--- src/sv/assert_macros.svh ---
// ------------------------------------------------------------------------
// Assertion macros
// Implication checks on the rising clock edge with an active-low reset.
// ------------------------------------------------------------------------
`ifndef ASSERT_MACROS_SVH
`define ASSERT_MACROS_SVH
`ifndef ASSERT_OFF
`define ASSERT_IMPLIES(label, clk, rst_n, pre, post, msg) \
	label: assert property (@(posedge clk) disable iff (!rst_n) (pre) |-> (post)) \
		else $error(msg);
`define ASSERT_NEXT(label, clk, rst_n, pre, post, msg) \
	label: assert property (@(posedge clk) disable iff (!rst_n) (pre) |=> (post)) \
		else $error(msg);
`else
`define ASSERT_IMPLIES(label, clk, rst_n, pre, post, msg)
`define ASSERT_NEXT(label, clk, rst_n, pre, post, msg)
`endif
`endif

--- src/sv/ssv_pkg.sv ---
// ------------------------------------------------------------------------
// ssv_pkg
// Types and constants shared by the sensor stream validator modules.
// ------------------------------------------------------------------------
`default_nettype none
package ssv_pkg;
	localparam int AXES = 3;
	localparam int CFG_IDX_W = 8;

	localparam logic [CFG_IDX_W-1:0] REG_TIMEOUT   = 8'd0;
	localparam logic [CFG_IDX_W-1:0] REG_STALE     = 8'd1;
	localparam logic [CFG_IDX_W-1:0] REG_WINDOW    = 8'd2;
	localparam logic [CFG_IDX_W-1:0] REG_ERR_LIMIT = 8'd3;

	localparam logic [31:0] TIMEOUT_RST   = 32'd20000;
	localparam logic [15:0] STALE_RST     = 16'd100;
	localparam logic [15:0] WINDOW_RST    = 16'd100;
	localparam logic [31:0] ERR_LIMIT_RST = 32'd10000;

	localparam logic KIND_QUERY = 1'b1;

	localparam int FLAG_NO_DATA = 0;
	localparam int FLAG_TIMEOUT = 1;
	localparam int FLAG_STALE   = 2;
	localparam int FLAG_ERRORS  = 3;
	localparam int FLAG_DENSITY = 4;

	typedef struct packed {
		logic              kind;
		logic [63:0]       time_us;
		logic signed [31:0] value_x;
		logic signed [31:0] value_y;
		logic signed [31:0] value_z;
		logic [31:0]       sensor_errors;
		logic [7:0]        sensor_priority;
	} in_item_t;

	typedef struct packed {
		logic [15:0] confidence_q15;
		logic [4:0]  error_flags;
		logic [7:0]  priority_out;
		logic [31:0] rms_x;
		logic [31:0] rms_y;
		logic [31:0] rms_z;
	} out_item_t;

	typedef struct packed {
		logic busy;
		logic done;
	} unit_sts_t;
endpackage
`default_nettype wire

--- src/sv/ssv_div.sv ---
// ------------------------------------------------------------------------
// ssv_div
// Restoring divider, 64-bit dividend by 32-bit divisor, one bit per cycle.
// ------------------------------------------------------------------------
`default_nettype none
module ssv_div (
	input  wire logic              clk,
	input  wire logic              arst_n,
	input  wire logic              start,
	input  wire logic [63:0]       dividend,
	input  wire logic [31:0]       divisor,
	output ssv_pkg::unit_sts_t     sts,
	output logic [63:0]            quotient
);
	logic [31:0] rem_q;
	logic [63:0] quo_q;
	logic [31:0] dsr_q;
	logic [5:0]  cnt_q;
	logic        busy_q;
	logic        done_q;
	logic [32:0] trial;
	logic        ge;
	logic [32:0] diff;

	always_comb begin
		trial = {rem_q, quo_q[63]};
		ge    = trial >= {1'b0, dsr_q};
		diff  = trial - {1'b0, dsr_q};
	end

	always_ff @(posedge clk or negedge arst_n) begin
		if (!arst_n) begin
			busy_q <= 1'b0;
			done_q <= 1'b0;
			cnt_q  <= '0;
		end else begin
			done_q <= 1'b0;
			if (start) begin
				busy_q <= 1'b1;
				cnt_q  <= '0;
			end else if (busy_q) begin
				cnt_q <= cnt_q + 6'd1;
				if (cnt_q == 6'd63) begin
					busy_q <= 1'b0;
					done_q <= 1'b1;
				end
			end
		end
	end

	always_ff @(posedge clk) begin
		if (start) begin
			rem_q <= '0;
			quo_q <= dividend;
			dsr_q <= divisor;
		end else if (busy_q) begin
			rem_q <= ge ? diff[31:0] : trial[31:0];
			quo_q <= {quo_q[62:0], ge};
		end
	end

	assign sts.busy = busy_q;
	assign sts.done = done_q;
	assign quotient = quo_q;
endmodule
`default_nettype wire

--- config.mk ---
export PLATFORM = sky130hd
export DESIGN_NAME = ssv_div
export DESIGN_NICKNAME = d
export VERILOG_FILES = /design/src/sv/assert_macros.svh /design/src/sv/ssv_pkg.sv /design/src/sv/ssv_div.sv
export SDC_FILE = /design/constraint.sdc
export NUM_CORES = 1
export LEC_CHECK = 0
export BUFFER_PORTS_ARGS = -buffer_cell sky130_fd_sc_hd__buf_2
export CORE_MARGIN = 2
export CORE_UTILIZATION = 40
export DETAILED_ROUTE_END_ITERATION = 7
export SKIP_CTS_REPAIR_TIMING = 1
export SKIP_LAST_GASP = 1
export SYNTH_ARGS = -nofsm -noshare
export SYNTH_HDL_FRONTEND = slang
export SYNTH_SLANG_ARGS = --single-unit
--- constraint.sdc ---
create_clock -name clk -period 5.8 [get_ports clk]
set_input_delay 1.16 -clock clk [delete_from_list [all_inputs] [get_ports clk]]
set_output_delay 1.16 -clock clk [all_outputs]
set_load 0.01 [all_outputs]
==> metrics.txt <==
Core ar. 0.0174 sq mm; r2r setup slk 2.04 ns; VDD IR max 0.185 mV; end of the worst hold path rem_q[9]$_SDFFE_PP0P_; Post-Synth Adder-Cell Area 0.0604; crit start category flop; Synth Cell Area 0.00716 sq mm; synthesis-to-layout area growth 22.3%; final wirelength 17000 um; full die area 0.0190 sq mm; DR vias 5345; Leakage Power 3.74 nW; sequential-to-total area share from yosys stat 0.520; # fillers 1619; pre-CTS setup slack 2.04 ns; antenna violations before repair 0; Worst R2R Path Depth 12; Critical Path Sink Type flop; row count 48; overall power 2.57 mW; Highest Clock Rate 266 MHz; number of synthesized register bits 136; Critical Path Max Stage Delay 0.56 ns; final setup vio count 0; Routed wire per std cell 16.7 um; fin crit period 3.76 ns; Final #Nets 914; RSZ-0062 raised after global routing no; CTS Buffer Depth 2; WP data required 6.12 ns; compound-gate portion of the synthesized area 0.123; number of primary I/O pins 165; crit path setup slack, layout 2.04 ns; layout cells sized above 1 0.335; YS warnings 0; Vias/cell 5.25; pwr dens 293 mW/mm^2; worst hold path class reg -> reg; cts bufs inserted 17; die width 138 um; most used routing layer met2; setup tns final 0 ns; Post-DRT Antenna Nets 0; Hold Crit Start rem_q[9]$_SDFFE_PP0P_; relative slew slack 0.371; most frequent cell after synthesis edfxtp_1; post-synthesis xor/xnor area fraction 0.0391; Post-synth ARST share 0.0588; EDFF count, synth 96; Vert. Die Dim 138 um; worst r2r dst rem_q[27]$_SDFFE_PP0P_; clk_skew 0.00748 ns; Clock Tree Root clkbuf_16; Worst-path clk slew 0.06 ns; CTS tree done; initial core utilization 0.411; Top FF cell, synth edfxtp_1; crit path kind reg -> reg; fin crit share 0.647; FF/Latch Area 0.00372 sq mm; WP data arrival 4.07 ns; number of I/O port buffers 164; CTS sink cnt 136; H-tree Lvls 4; # diodes 0; GRT overflow 0; vias in the first global route 5474; met2 Track Usage GR 0.303; Yosys top cell area share 0.402; synth top area cells edfxtp_1 (40%), mux2_2 (9.9%), dfxtp_1 (8.9%); Net Count, Synth 755; met1 Usage GRT 0.227; Slowest cell on crit path a21oi_2; Remaining DRCs 0; status finished clean; Tot GR Track Use 0.187; crit path buf inv count 2; Max-cap violations 0; Largest delay share family, worst path compound AO/OA/AOI/OAI gates; largest family of logic cells by synthesized area multiplexers; Worst Hold Depth 2; TritonRoute pass-1 iters 6; Initial DRC Count 277; post-synthesis simple-gate area fraction 0.0905; commonest cells in the netlist edfxtp_1 (96), mux2_2 (63), nand2_1 (45), inv_1 (40), nor2_1 (39); Placer Congestion 0.856; largest net degree at the start of global routing 65; mux cell area share after synthesis 0.124; Clock Latency Late Sink 0.41 ns; final number of hold-violating endpoints 0; worst-path fanout max 18; area leader, netlist edfxtp_1; met3 Use GR 0.0673; DPL Wire Length 12200 um; RR Startpoint dsr_q[11]$_DFFE_PP_; Worst-Margin Slew 0.942 ns; count of different cell masters after synthesis 55; Synth Instances 622; Post-Syn Area per Cell 11.5 sq um; Pins Over Slew Limit 0; crit path cell chain inv_1 -> ha_1 -> nand4_1 -> nor3_1 -> o21ai_1 -> a2111o_1 -> a2111oi_4 -> nor2_2 -> a21oi_2 -> buf_4 -> nand3_1 -> a311oi_1; first-pass GRT wire length 27300 um; multi-input combinational cell area 0.00313 sq mm; hold_ws 0.469 ns
registers in the layout (all words and copies together), names as in the netlist:
| name | count |
|---|---|
| dsr_q | 32 |
| rem_q | 32 |
| done_q | 1 |
| busy_q | 1 |
| cnt_q | 6 |
| quotient | 64 |
power breakdown:
group / switching [mW] / internal, mW
logic: 0.151 / 0.140
clock network: 0.409 / 0.712
registers: 0.0380 / 1.12
per-layer routing:
metal  share of wire  vias to the layer above  wire (um)
li1                -                     2623          -
met1            0.44                     2529       7530
met2            0.46                      170       7870
met3           0.073                       23       1240
met4           0.020                        0        338
met5               0                        -          0
how the worst max path moves through the flow:
stage	from	depth (start not counted)	endpoint
CTS	dsr_q[11]$_DFFE_PP_	12	rem_q[27]$_SDFFE_PP0P_
finish	dsr_q[11]$_DFFE_PP_	12	rem_q[27]$_SDFFE_PP0P_
global route	dsr_q[11]$_DFFE_PP_	12	rem_q[27]$_SDFFE_PP0P_
global placement	quotient[63]$_DFFE_PP_	12	rem_q[27]$_SDFFE_PP0P_
detailed placement	dsr_q[11]$_DFFE_PP_	12	rem_q[27]$_SDFFE_PP0P_
floorplan	start	4	quotient[0]$_DFFE_PP_
placed cells by master (no fill, tap or decap), types with 8 or more instances in the layout:
cell and count:
dfxtp_1 32, a21oi_1 26, a211oi_1 13, dfrtp_1 8
buf_2 163, nand3_1 16, o21ai_0 11, clkbuf_16 17
xnor2_1 17, o21ai_1 13, nor2_1 39, ha_1 33
nand2_1 45, inv_1 39, a31oi_1 8, edfxtp_1 96
a21o_1 12, xor2_1 15, mux2i_1 18, mux2_2 63
tightest hold or removal path: stages (launching register included):
cell and delay, ns:
dfxtp_1 0.32, nand2_1 0.05, o21ai_1 0.05
metrics by stage:
| stage | cells | cell area [sq um] | utilization |
|---|---|---|---|
| final | 1019 | 8760 | 0.503 |
| after global routing | 1019 | 8760 | 0.503 |
| after CTS | 1019 | 8760 | 0.503 |
| after detailed placement | 987 | 8160 | 0.468 |
| after global placement | 987 | 8160 | 0.468 |
| after floorplan | 622 | 7160 | - |
logic make-up (layout without fill, tap and decap cells):
group                      count (synthesis)  in the layout
AOI/OAI and AO/OA                        128            128
and+or+nand+nor                          140            140
xor gates and xnor gates                  32             32
buffers and inverters                     71            243
adders and majority gates                 34             34
DFF                                      136            136
muxes                                     81             81
area by class of cell:
class	count	share of cell area
Clock buffer	17	0.0485
Clock inverter	15	0.0207
Inverter	41	0.0177
Multi-Input combinational cell	415	0.357
Sequential cell	136	0.425
Tap cell	225	0.0321
Timing Repair Buffer	170	0.0991
Note: power is estimated with default switching activity, not from simulation.
