<file path="src/sv/assert_macros.svh">
// ------------------------------------------------------------------------
// Assertion macros
// Implication checks on the rising clock edge with an active-low reset.
// ------------------------------------------------------------------------
`ifndef ASSERT_MACROS_SVH
`define ASSERT_MACROS_SVH
`ifndef ASSERT_OFF
`define ASSERT_IMPLIES(label, clk, rst_n, pre, post, msg) \
	label: assert property (@(posedge clk) disable iff (!rst_n) (pre) |-> (post)) \
		else $error(msg);
`define ASSERT_NEXT(label, clk, rst_n, pre, post, msg) \
	label: assert property (@(posedge clk) disable iff (!rst_n) (pre) |=> (post)) \
		else $error(msg);
`else
`define ASSERT_IMPLIES(label, clk, rst_n, pre, post, msg)
`define ASSERT_NEXT(label, clk, rst_n, pre, post, msg)
`endif
`endif

</file>
<file path="src/sv/ssv_pkg.sv">
// ------------------------------------------------------------------------
// ssv_pkg
// Types and constants shared by the sensor stream validator modules.
// ------------------------------------------------------------------------
`default_nettype none
package ssv_pkg;
	localparam int AXES = 3;
	localparam int CFG_IDX_W = 8;

	localparam logic [CFG_IDX_W-1:0] REG_TIMEOUT   = 8'd0;
	localparam logic [CFG_IDX_W-1:0] REG_STALE     = 8'd1;
	localparam logic [CFG_IDX_W-1:0] REG_WINDOW    = 8'd2;
	localparam logic [CFG_IDX_W-1:0] REG_ERR_LIMIT = 8'd3;

	localparam logic [31:0] TIMEOUT_RST   = 32'd20000;
	localparam logic [15:0] STALE_RST     = 16'd100;
	localparam logic [15:0] WINDOW_RST    = 16'd100;
	localparam logic [31:0] ERR_LIMIT_RST = 32'd10000;

	localparam logic KIND_QUERY = 1'b1;

	localparam int FLAG_NO_DATA = 0;
	localparam int FLAG_TIMEOUT = 1;
	localparam int FLAG_STALE   = 2;
	localparam int FLAG_ERRORS  = 3;
	localparam int FLAG_DENSITY = 4;

	typedef struct packed {
		logic              kind;
		logic [63:0]       time_us;
		logic signed [31:0] value_x;
		logic signed [31:0] value_y;
		logic signed [31:0] value_z;
		logic [31:0]       sensor_errors;
		logic [7:0]        sensor_priority;
	} in_item_t;

	typedef struct packed {
		logic [15:0] confidence_q15;
		logic [4:0]  error_flags;
		logic [7:0]  priority_out;
		logic [31:0] rms_x;
		logic [31:0] rms_y;
		logic [31:0] rms_z;
	} out_item_t;

	typedef struct packed {
		logic busy;
		logic done;
	} unit_sts_t;
endpackage
`default_nettype wire

</file>
<file path="src/sv/ssv_sqrt.sv">
// ------------------------------------------------------------------------
// ssv_sqrt
// Integer square root of a 64-bit value, one result bit per cycle.
// ------------------------------------------------------------------------
`default_nettype none
module ssv_sqrt (
	input  wire logic          clk,
	input  wire logic          arst_n,
	input  wire logic          start,
	input  wire logic [63:0]   radicand,
	output ssv_pkg::unit_sts_t sts,
	output logic [31:0]        root
);
	logic [63:0] v_q;
	logic [63:0] res_q;
	logic [63:0] bit_q;
	logic [4:0]  cnt_q;
	logic        busy_q;
	logic        done_q;
	logic [63:0] trial;
	logic        ge;

	always_comb begin
		trial = res_q + bit_q;
		ge    = v_q >= trial;
	end

	always_ff @(posedge clk or negedge arst_n) begin
		if (!arst_n) begin
			busy_q <= 1'b0;
			done_q <= 1'b0;
			cnt_q  <= '0;
		end else begin
			done_q <= 1'b0;
			if (start) begin
				busy_q <= 1'b1;
				cnt_q  <= '0;
			end else if (busy_q) begin
				cnt_q <= cnt_q + 5'd1;
				if (cnt_q == 5'd31) begin
					busy_q <= 1'b0;
					done_q <= 1'b1;
				end
			end
		end
	end

	// The trial bit walks down two places a step, from bit 62 to bit 0.
	always_ff @(posedge clk) begin
		if (start) begin
			v_q   <= radicand;
			res_q <= '0;
			bit_q <= 64'h4000_0000_0000_0000;
		end else if (busy_q) begin
			if (ge) begin
				v_q   <= v_q - trial;
				res_q <= (res_q >> 1) + bit_q;
			end else begin
				res_q <= res_q >> 1;
			end
			bit_q <= bit_q >> 2;
		end
	end

	assign sts.busy = busy_q;
	assign sts.done = done_q;
	assign root     = res_q[31:0];
endmodule
`default_nettype wire

</file>
<file path="config.mk">
export PLATFORM = sky130hd
export DESIGN_NAME = ssv_sqrt
export DESIGN_NICKNAME = d
export VERILOG_FILES = /design/src/sv/assert_macros.svh /design/src/sv/ssv_pkg.sv /design/src/sv/ssv_sqrt.sv
export SDC_FILE = /design/constraint.sdc
export NUM_CORES = 1
export LEC_CHECK = 0
export BUFFER_PORTS_ARGS = -buffer_cell sky130_fd_sc_hd__buf_4
export CAP_MARGIN = 5
export CORE_UTILIZATION = 55
export CTS_CLUSTER_DIAMETER = 30
export CTS_CLUSTER_SIZE = 28
export DETAILED_ROUTE_END_ITERATION = 16
export GPL_ROUTABILITY_DRIVEN = 0
export PLACE_DENSITY_LB_ADDON = 0.1
export SLEW_MARGIN = 10
export SYNTH_ARGS = -nofsm -noshare
export SYNTH_HDL_FRONTEND = slang
export SYNTH_SLANG_ARGS = --single-unit
export TNS_END_PERCENT = 1
</file>
<file path="constraint.sdc">
create_clock -name clk -period 8.7 [get_ports clk]
set_input_delay 0.87 -clock clk [delete_from_list [all_inputs] [get_ports clk]]
set_output_delay 0.87 -clock clk [all_outputs]
set_load 0.02 [all_outputs]
</file>
==> summary.md, run 1 <==
| Metric | Value |
|---|---|
| Outcome | `finished, final reports clean` |
| Post-route ant nets | `0` |
| Minimum clock period after layout | `between 7 and 8 ns` |
| Die W | `168 microns` |
| Asr flop ratio synth | `0.0419` |
| Hold WC Path Type | `primary input to async pin` |
| Final period utilization | `0.832` |
| Commonest cells post-synth | `193 x nand2_1, 173 x nor2_1, 142 x o21ai_0` |
| Largest net degree at the start of global routing | `95` |
| Cells after Synth | `1857` |
| Critical path arrival | `7.31 ns` |
| Dpl hpwl | `29.0 mm` |
| Sw Ratio | `0.450` |
| Ys Warns | `0` |
| Slew Viols, Final | `0` |
| Row cnt | `60` |
| Postcts setup bufs | `0` |
| Mapped Area | `15100 sq um` |
| WS Path Type | `flop to flop` |
| First-pass GRT wire length | `64.6 mm` |
| PnR Total Power | `4.56 mW` |
| Crit. End Element | `flop` |
| Gr ovfl total | `0` |
| Critical path required time | `8.77 ns` |
| Clock latency at the later pin of the worst-skew pair | `0.44 ns` |
| # IOs | `101` |
| Reg power frac | `0.261` |
| Htree depth | `4` |
| Area share of the leading cell type in the synthesized netlist | `0.127` |
| Setup TNS | `0 ns` |
| Number of antenna violations at the first check in global routing | `0` |
| Fin. Hold Viols | `0` |
| Gr usage total | `0.280` |
| Share of layout cells above drive strength 1 | `0.0994` |
| Fmax | `roughly 140 MHz` |
| Top-count cell post-synth | `nand2_1` |
| # diodes | `0` |
| Worst path max stage delay | `approximately 0.59 ns` |
| Clk sink count | `167` |
| Clk pin slew, worst setup/hold paths | `0.07 ns` |
| IO buf count | `100` |
| Sw Pwr | `between 2 and 2.5 mW` |
| Synth top area cells | `dfxtp_1 13%, edfxtp_1 13%, ha_1 11%, xor2_1 4.8%, nand2_1 4.8%` |
| Clk_skew | `0.0153 ns` |
| CP delay by family, top | `simple AND/OR/NAND/NOR gates` |
| Residual DRC count | `0` |
| Core Area | `~27000 sq um` |
| Synth Register Bits | `167` |
| Sequential area share after synthesis | `0.266` |
| Cell Pwr Density | `281 nW/um^2` |
| Element type at the critical path start | `flop` |
| Syn Area/Cell | `~8.1 sq um` |
| Pre-antenna DRT Iters | `6` |
| Worst path cell trace | `ha_1 > nand2_1 > nor4_1 > o211ai_1 > a311oi_1 > o21ba_2 > or2_1 > nand2_1 > a21oi_1 > o21ai_1 > xor2_1 > ha_1 > and2_1 > nand3_1 > nor4_1 > nand3_1 > a211oi_2 > nor3_4 > nor2b_1 > or2_2 > buf_4` |
| Die height | `168 microns` |
| Clock power share | `0.169` |
| Vias per inst | `6.20` |
| Iter 0 DRT Violations | `944` |
| Vias in the first global route | `13000` |
| Ys flop type | `dfxtp_1` |
| DIE AREA | `28100 sq um` |
| Largest fanout on the critical path | `between 40 and 50` |
| Pleak | `6.64 nW` |
| Crit-path slowest cell | `buf_4` |
| Combinational share of power | `0.570` |
| Buf+Inv Stages, Crit Path | `1` |
| Max-cap viol count | `0` |
| Area grow syn2layout | `7.53%` |
| CTS buffer count | `17` |
| Synth area leader | `dfxtp_1` |
| RSZ-0062 raised after global routing | `no` |
| Clk buf depth | `2` |
| Endpoints failing setup | `0` |
| CTS Root Cell | `clkbuf_16` |
| Max VDD drop | `244 uV` |
| Int Power | `2.51 mW` |
| Drt total wl | `38.9 mm` |
| Syn Nets | `2057` |
| Synth unique cells | `93` |
| Post_cts resized | `0` |
| Starting Density | `0.560` |
| TritonCTS clock tree | `yes` |
| Nets | `2049` |
| Vias after detailed routing | `about 14000` |
| Slew @ Worst Pin | `1.07 ns` |
| EDFF count, synth | `between 60 and 70` |
| Normalized max-slew margin | `0.279` |
| Hold Buf Count CTS | `0` |
| Drt wl/cell | `about 18 microns` |
## state kept, by name, indices dropped and copies added (netlist names)
register,count
done_q,1
cnt_q,5
busy_q,1
v_q,64
res_q,64
bit_q,32
## metal layers
| metal | global-route usage | part of all wire | wire, microns | up-vias |
|---|---|---|---|---|
| met3 | 0.0338 | 0.051 | 1970 | 59 |
| met1 | 0.379 | 0.46 | 18100 | 6353 |
| met2 | 0.468 | 0.46 | 18100 | 428 |
| li1 | - | - | - | 6812 |
| met4 | 0.0802 | 0.020 | 788 | 0 |
| met5 | 0 | 0 | 0 | - |
## cell usage in the layout (no fill, tap or decap), types with 11 or more instances in the layout
cell       Yosys  final
o21ai_0      142    142
a21o_1        52     52
nor2_1       173    173
o21bai_1      30     30
and3_1        11     11
a31oi_1       58     58
a21oi_1      114    114
xor2_1        83     83
nor3_1        28     28
nand2b_1      22     22
clkbuf_16      0     19
a211oi_1      41     41
nand4_1       39     39
nand3_1       32     32
mux2i_1       51     51
edfxtp_1      64     64
nand2_1      193    193
dfxtp_1       96     96
xnor2_1       75     75
o21a_1        14     14
o211ai_1      11     11
nor2b_1       21     21
ha_1         132    132
buf_4         39    105
inv_1         35     35
o21ai_1       32     32
## kinds of logic (layout without fill, tap and decap cells)
kind of cell	after synthesis	in the layout	share of synthesized area
AO/OA/AOI/OAI	600	600	0.265
flip-flops	167	167	0.266
multiplexers	53	53	0.0353
XOR/XNOR	158	158	0.0916
AND/OR/NAND/NOR	578	578	0.178
buffers and inverters	168	173	0.0531
adder cells (fa/ha/maj)	133	133	0.111
## path summary, 6_finish.rpt
| kind | start | end | slack, ns | cells after the start |
|---|---|---|---|---|
| max in group asynchronous | arst_n | busy_q | 8.34 | 1 |
| setup reg to reg | res_q[28] | v_q[30] | 1.46 | 21 |
| hold / removal | arst_n | done_q | 0.23 | 1 |
| min in group clk | res_q[0] | res_q[0] | 0.52 | 2 |
| hold reg to reg | res_q[0] | res_q[0] | 0.52 | 2 |
| setup / recovery | res_q[28] | v_q[30] | 1.46 | 21 |
## layout make-up
type	instances	area, sq um
repair buffers	106	800
flip-flops and latches	167	4020
clock inverters	11	85.1
well taps	341	427
inverters	35	131
fillers	2393	10700
clock buffers	21	493
multi-input cells	1522	10300
## power by group through the flow
stage	clock network, mW	logic (mW)	registers, mW
2_1_floorplan	0	2.06	1.16
3_3_place_gp	0	2.52	1.20
3_5_place_dp	0	2.56	1.20
4_1_cts	0.779	2.57	1.19
5_1_grt	0.806	2.90	1.21
6_report	0.772	2.60	1.19
## worst register-to-register path, stage by stage (launching register included)
cell and delay, ns:
dfxtp_1 0.39, ha_1 0.46, nand2_1 0.15, nor4_1 0.54
o211ai_1 0.36, a311oi_1 0.57, o21ba_2 0.22, or2_1 0.19
nand2_1 0.16, a21oi_1 0.24, o21ai_1 0.11, xor2_1 0.17
ha_1 0.35, and2_1 0.21, nand3_1 0.14, nor4_1 0.41
nand3_1 0.25, a211oi_2 0.38, nor3_4 0.05, nor2b_1 0.31
or2_2 0.56, buf_4 0.59
## stage by stage
stage,setup slack [ns],hold slack [ns],utilization,instances,cell area [sq um]
6_report,1.46,0.225,0.602,2203,16200
5_1_grt,1.06,0.220,0.602,2203,16200
4_1_cts,1.51,0.220,0.602,2203,16200
3_5_place_dp,1.56,0.512,0.581,2171,15700
3_3_place_gp,1.81,0.492,0.581,2171,15700
2_1_floorplan,2.82,0.463,-,1857,15100
Note: power is estimated with default switching activity, not from simulation.
==> run 2, diff against run 1 <==
Settings changed: ABC_AREA from default to 1.
Clock period 8.7 ns to 6.5 ns, I/O delays scaled along.
==> run 2 against run 1 <==
Non-clock buffer count increased by 3; sequential power up 57%; first-iteration DRC count rose to 3.0 times the previous value; setup slack lost 0.72 ns; critical endpoint is now res_q[20]; largest cell class unchanged; highest routed layer unchanged; wire length grew 88%.
==> summary.md, run 2 <==
| Metric | Value |
|---|---|
| Minimum clock period after layout | `about 5.8 ns` |
| Normalized max-slew margin | `0.247` |
| CTS buffer count | `17` |
| Sequential area share after synthesis | `0.204` |
| Gr ovfl total | `0` |
| Die height | `191 microns` |
| Row cnt | `68` |
| Synth unique cells | `47` |
| Nets | `3692` |
| R2r startpoint | `res_q[16]` |
| Final Util | `0.607` |
| Pre-antenna DRT Iters | `6` |
| Pleak | `9.77 nW` |
| # IOs | `about 100` |
| Asr flop ratio synth | `0.0419` |
| Largest net degree at the start of global routing | `94` |
| Mapped Area | `around 20000 sq um` |
| Area share of the leading cell type in the synthesized netlist | `0.215` |
| IO buf count | `100` |
| CP startpoint | `res_q[16]` |
| Cell Pwr Density | `404 nW/um^2` |
| Fin. Hold Viols | `0` |
| DIE AREA | `between 30000 and 40000 sq um` |
| Top-count cell post-synth | `nand2_1` |
| Drt wl/cell | `18.5 microns` |
| PnR Total Power | `8.57 mW` |
| EDFF count, synth | `64` |
| Element type at the critical path start | `flop` |
| Synth Register Bits | `167` |
| Ys flop type | `dfxtp_1` |
| Hold WC Path Type | `primary input to flop` |
| Synth area leader | `nand2_1` |
| Ys Warns | `0` |
| Max-cap viol count | `0` |
| Endpoints failing setup | `0` |
| Critical path required time | `roughly 6.8 ns` |
| Commonest cells post-synth | `1125 x nand2_1, 531 x inv_1, 396 x nor2_1` |
| Slew @ Worst Pin | `1.12 ns` |
| Syn Nets | `3649` |
| Postcts setup bufs | `0` |
| Starting Density | `0.563` |
| WS Path Type | `flop to flop` |
| Slew Viols, Final | `0` |
| Most common cell after layout, fill and taps aside | `nand2_1` |
| Clock latency at the later pin of the worst-skew pair | `0.48 ns` |
| Fin Hold WS | `0.447 ns` |
| Setup TNS | `0 ns` |
| # diodes | `0` |
| Fmax | `173 MHz` |
| Clk pin slew, worst setup/hold paths | `0.08 ns` |
| Regs by FF count | `res_q x64, v_q x64, bit_q x32` |
| CTS Root Cell | `clkbuf_16` |
| Largest fanout on the critical path | `slightly above 90` |
| Number of antenna violations at the first check in global routing | `0` |
| Outcome | `finished, final reports clean` |
| Most frequent cells in the layout | `1125 x nand2_1, 531 x inv_1, 394 x nor2_1` |
| Area grow syn2layout | `7.80%` |
| Vias per inst | `5.86` |
| Htree depth | `4` |
| Gr usage total | `0.402` |
| Drt total wl | `73.3 mm` |
| Residual DRC count | `0` |
| Crit. End Element | `flop` |
| Hold Startpoint | `radicand[23]` |
| Iter 0 DRT Violations | `approximately 2800` |
| Synth top area cells | `nand2_1 21%, inv_1 10%, dfxtp_1 9.8%, edfxtp_1 9.8%, ha_1 8.4%` |
| Critical path arrival | `between 6 and 7 ns` |
| Clk sink count | `around 170` |
| Syn Area/Cell | `5.70 sq um` |
| Post-route ant nets | `0` |
| Clk buf depth | `2` |
| Clk_skew | `0.0123 ns` |
| Vias after detailed routing | `~23000` |
| Filler cells | `roughly 3500` |
| Share of layout cells above drive strength 1 | `0.0551` |
| Final period utilization | `0.887` |
| RSZ-0062 raised after global routing | `no` |
| Core Area | `34900 sq um` |
| Die W | `191 microns` |
| Max VDD drop | `346 uV` |
| Vias in the first global route | `21900` |
| Cells after Synth | `between 3000 and 4000` |
| TritonCTS clock tree | `yes` |
| Dpl hpwl | `57.8 mm` |
| First-pass GRT wire length | `roughly 110 mm` |
-- run 2: cell types whose count changed in the layout (fill, tap and decap cells not counted), sizes merged, moves of 54 or more --
cell / delta
nand2: +937
inv: +509
nor2: +226
a31oi: -54
nand3: +292
a21oi: +56
-- run 2: final timing paths --
| kind | end | slack, ns | cells after the start |
|---|---|---|---|
| hold reg to reg | res_q[0] | 0.52 | 2 |
| max in group asynchronous | cnt_q[1] | 5.86 | 2 |
| setup reg to reg | res_q[20] | 0.73 | 21 |
| hold / removal | v_q[23] | 0.45 | 3 |
| setup / recovery | res_q[20] | 0.73 | 21 |
| min in group asynchronous | done_q | 0.53 | 2 |
-- run 2: routing by layer --
| metal | vias up | global-route usage | wire (microns) |
|---|---|---|---|
| li1 | 11100 | - | - |
| met1 | 10300 | 0.510 | 29000 |
| met5 | - | 0 | 0 |
| met4 | 0 | 0.236 | 4820 |
| met2 | 1465 | 0.642 | 31900 |
| met3 | 320 | 0.0624 | 7660 |
-- run 2: final cells by class --
type / instances / area, sq um / area share
clock buffers: 17 / 425 / 0.0201
inverters: 543 / 2040 / 0.0962
flip-flops and latches: 167 / 4020 / 0.190
repair buffers: 109 / 821 / 0.0387
multi-input cells: 2654 / 13100 / 0.619
well taps: 455 / 569 / 0.0269
clock inverters: 15 / 203 / 0.00957
-- run 2: repair_timing --
item	in CTS	in global routing
setup endpoints to repair	0	0
hold buffers	1	0
resized for setup	0	0
hold endpoints to repair	7	0
-- run 2: kinds of logic (layout without fill, tap and decap cells) --
| group | after synthesis | count (layout) | share of synthesized area |
|---|---|---|---|
| compound gates | 462 | 462 | 0.129 |
| buf+inv | 628 | 684 | 0.130 |
| simple gates | 1976 | 1976 | 0.415 |
| xor+xnor | 83 | 83 | 0.0370 |
| fa+ha+maj | 133 | 133 | 0.0850 |
| flops | 167 | 167 | 0.204 |
-- run 2: critical path, stage by stage (launching register included) --
cell	delay, ns
dfxtp_1	0.43
ha_1	0.42
nand2_1	0.11
o21ai_0	0.36
inv_1	0.10
o21ai_0	0.43
a21o_1	0.25
nand2_1	0.07
nand2_1	0.24
nand3_1	0.16
nand3_1	0.09
nand2_1	0.11
ha_1	0.41
nand2_1	0.14
nor3_1	0.22
nand2_1	0.21
nor3_4	0.24
nand2_4	0.31
nand2_4	0.85
nand2_1	0.18
nand3_1	0.13
o21ai_1	0.08
-- run 2: power breakdown --
group	switching (mW)	internal [mW]	total [mW]
combinational	3.74	1.82	5.56
clock	0.546	0.592	1.14
sequential	0.341	1.53	1.87
total	4.63	3.94	8.57
-- run 2: through the flow --
| step | setup WS (ns) | cell area, sq um | cells |
|---|---|---|---|
| 4_1_cts | 0.996 | 21200 | 3960 |
| 2_1_floorplan | 0.895 | 19700 | 3449 |
| 6_report | 0.734 | 21200 | 3960 |
| 5_1_grt | 0.479 | 21200 | 3960 |
| 3_3_place_gp | 1.04 | 20600 | 3927 |
| 3_5_place_dp | 1.03 | 20600 | 3927 |
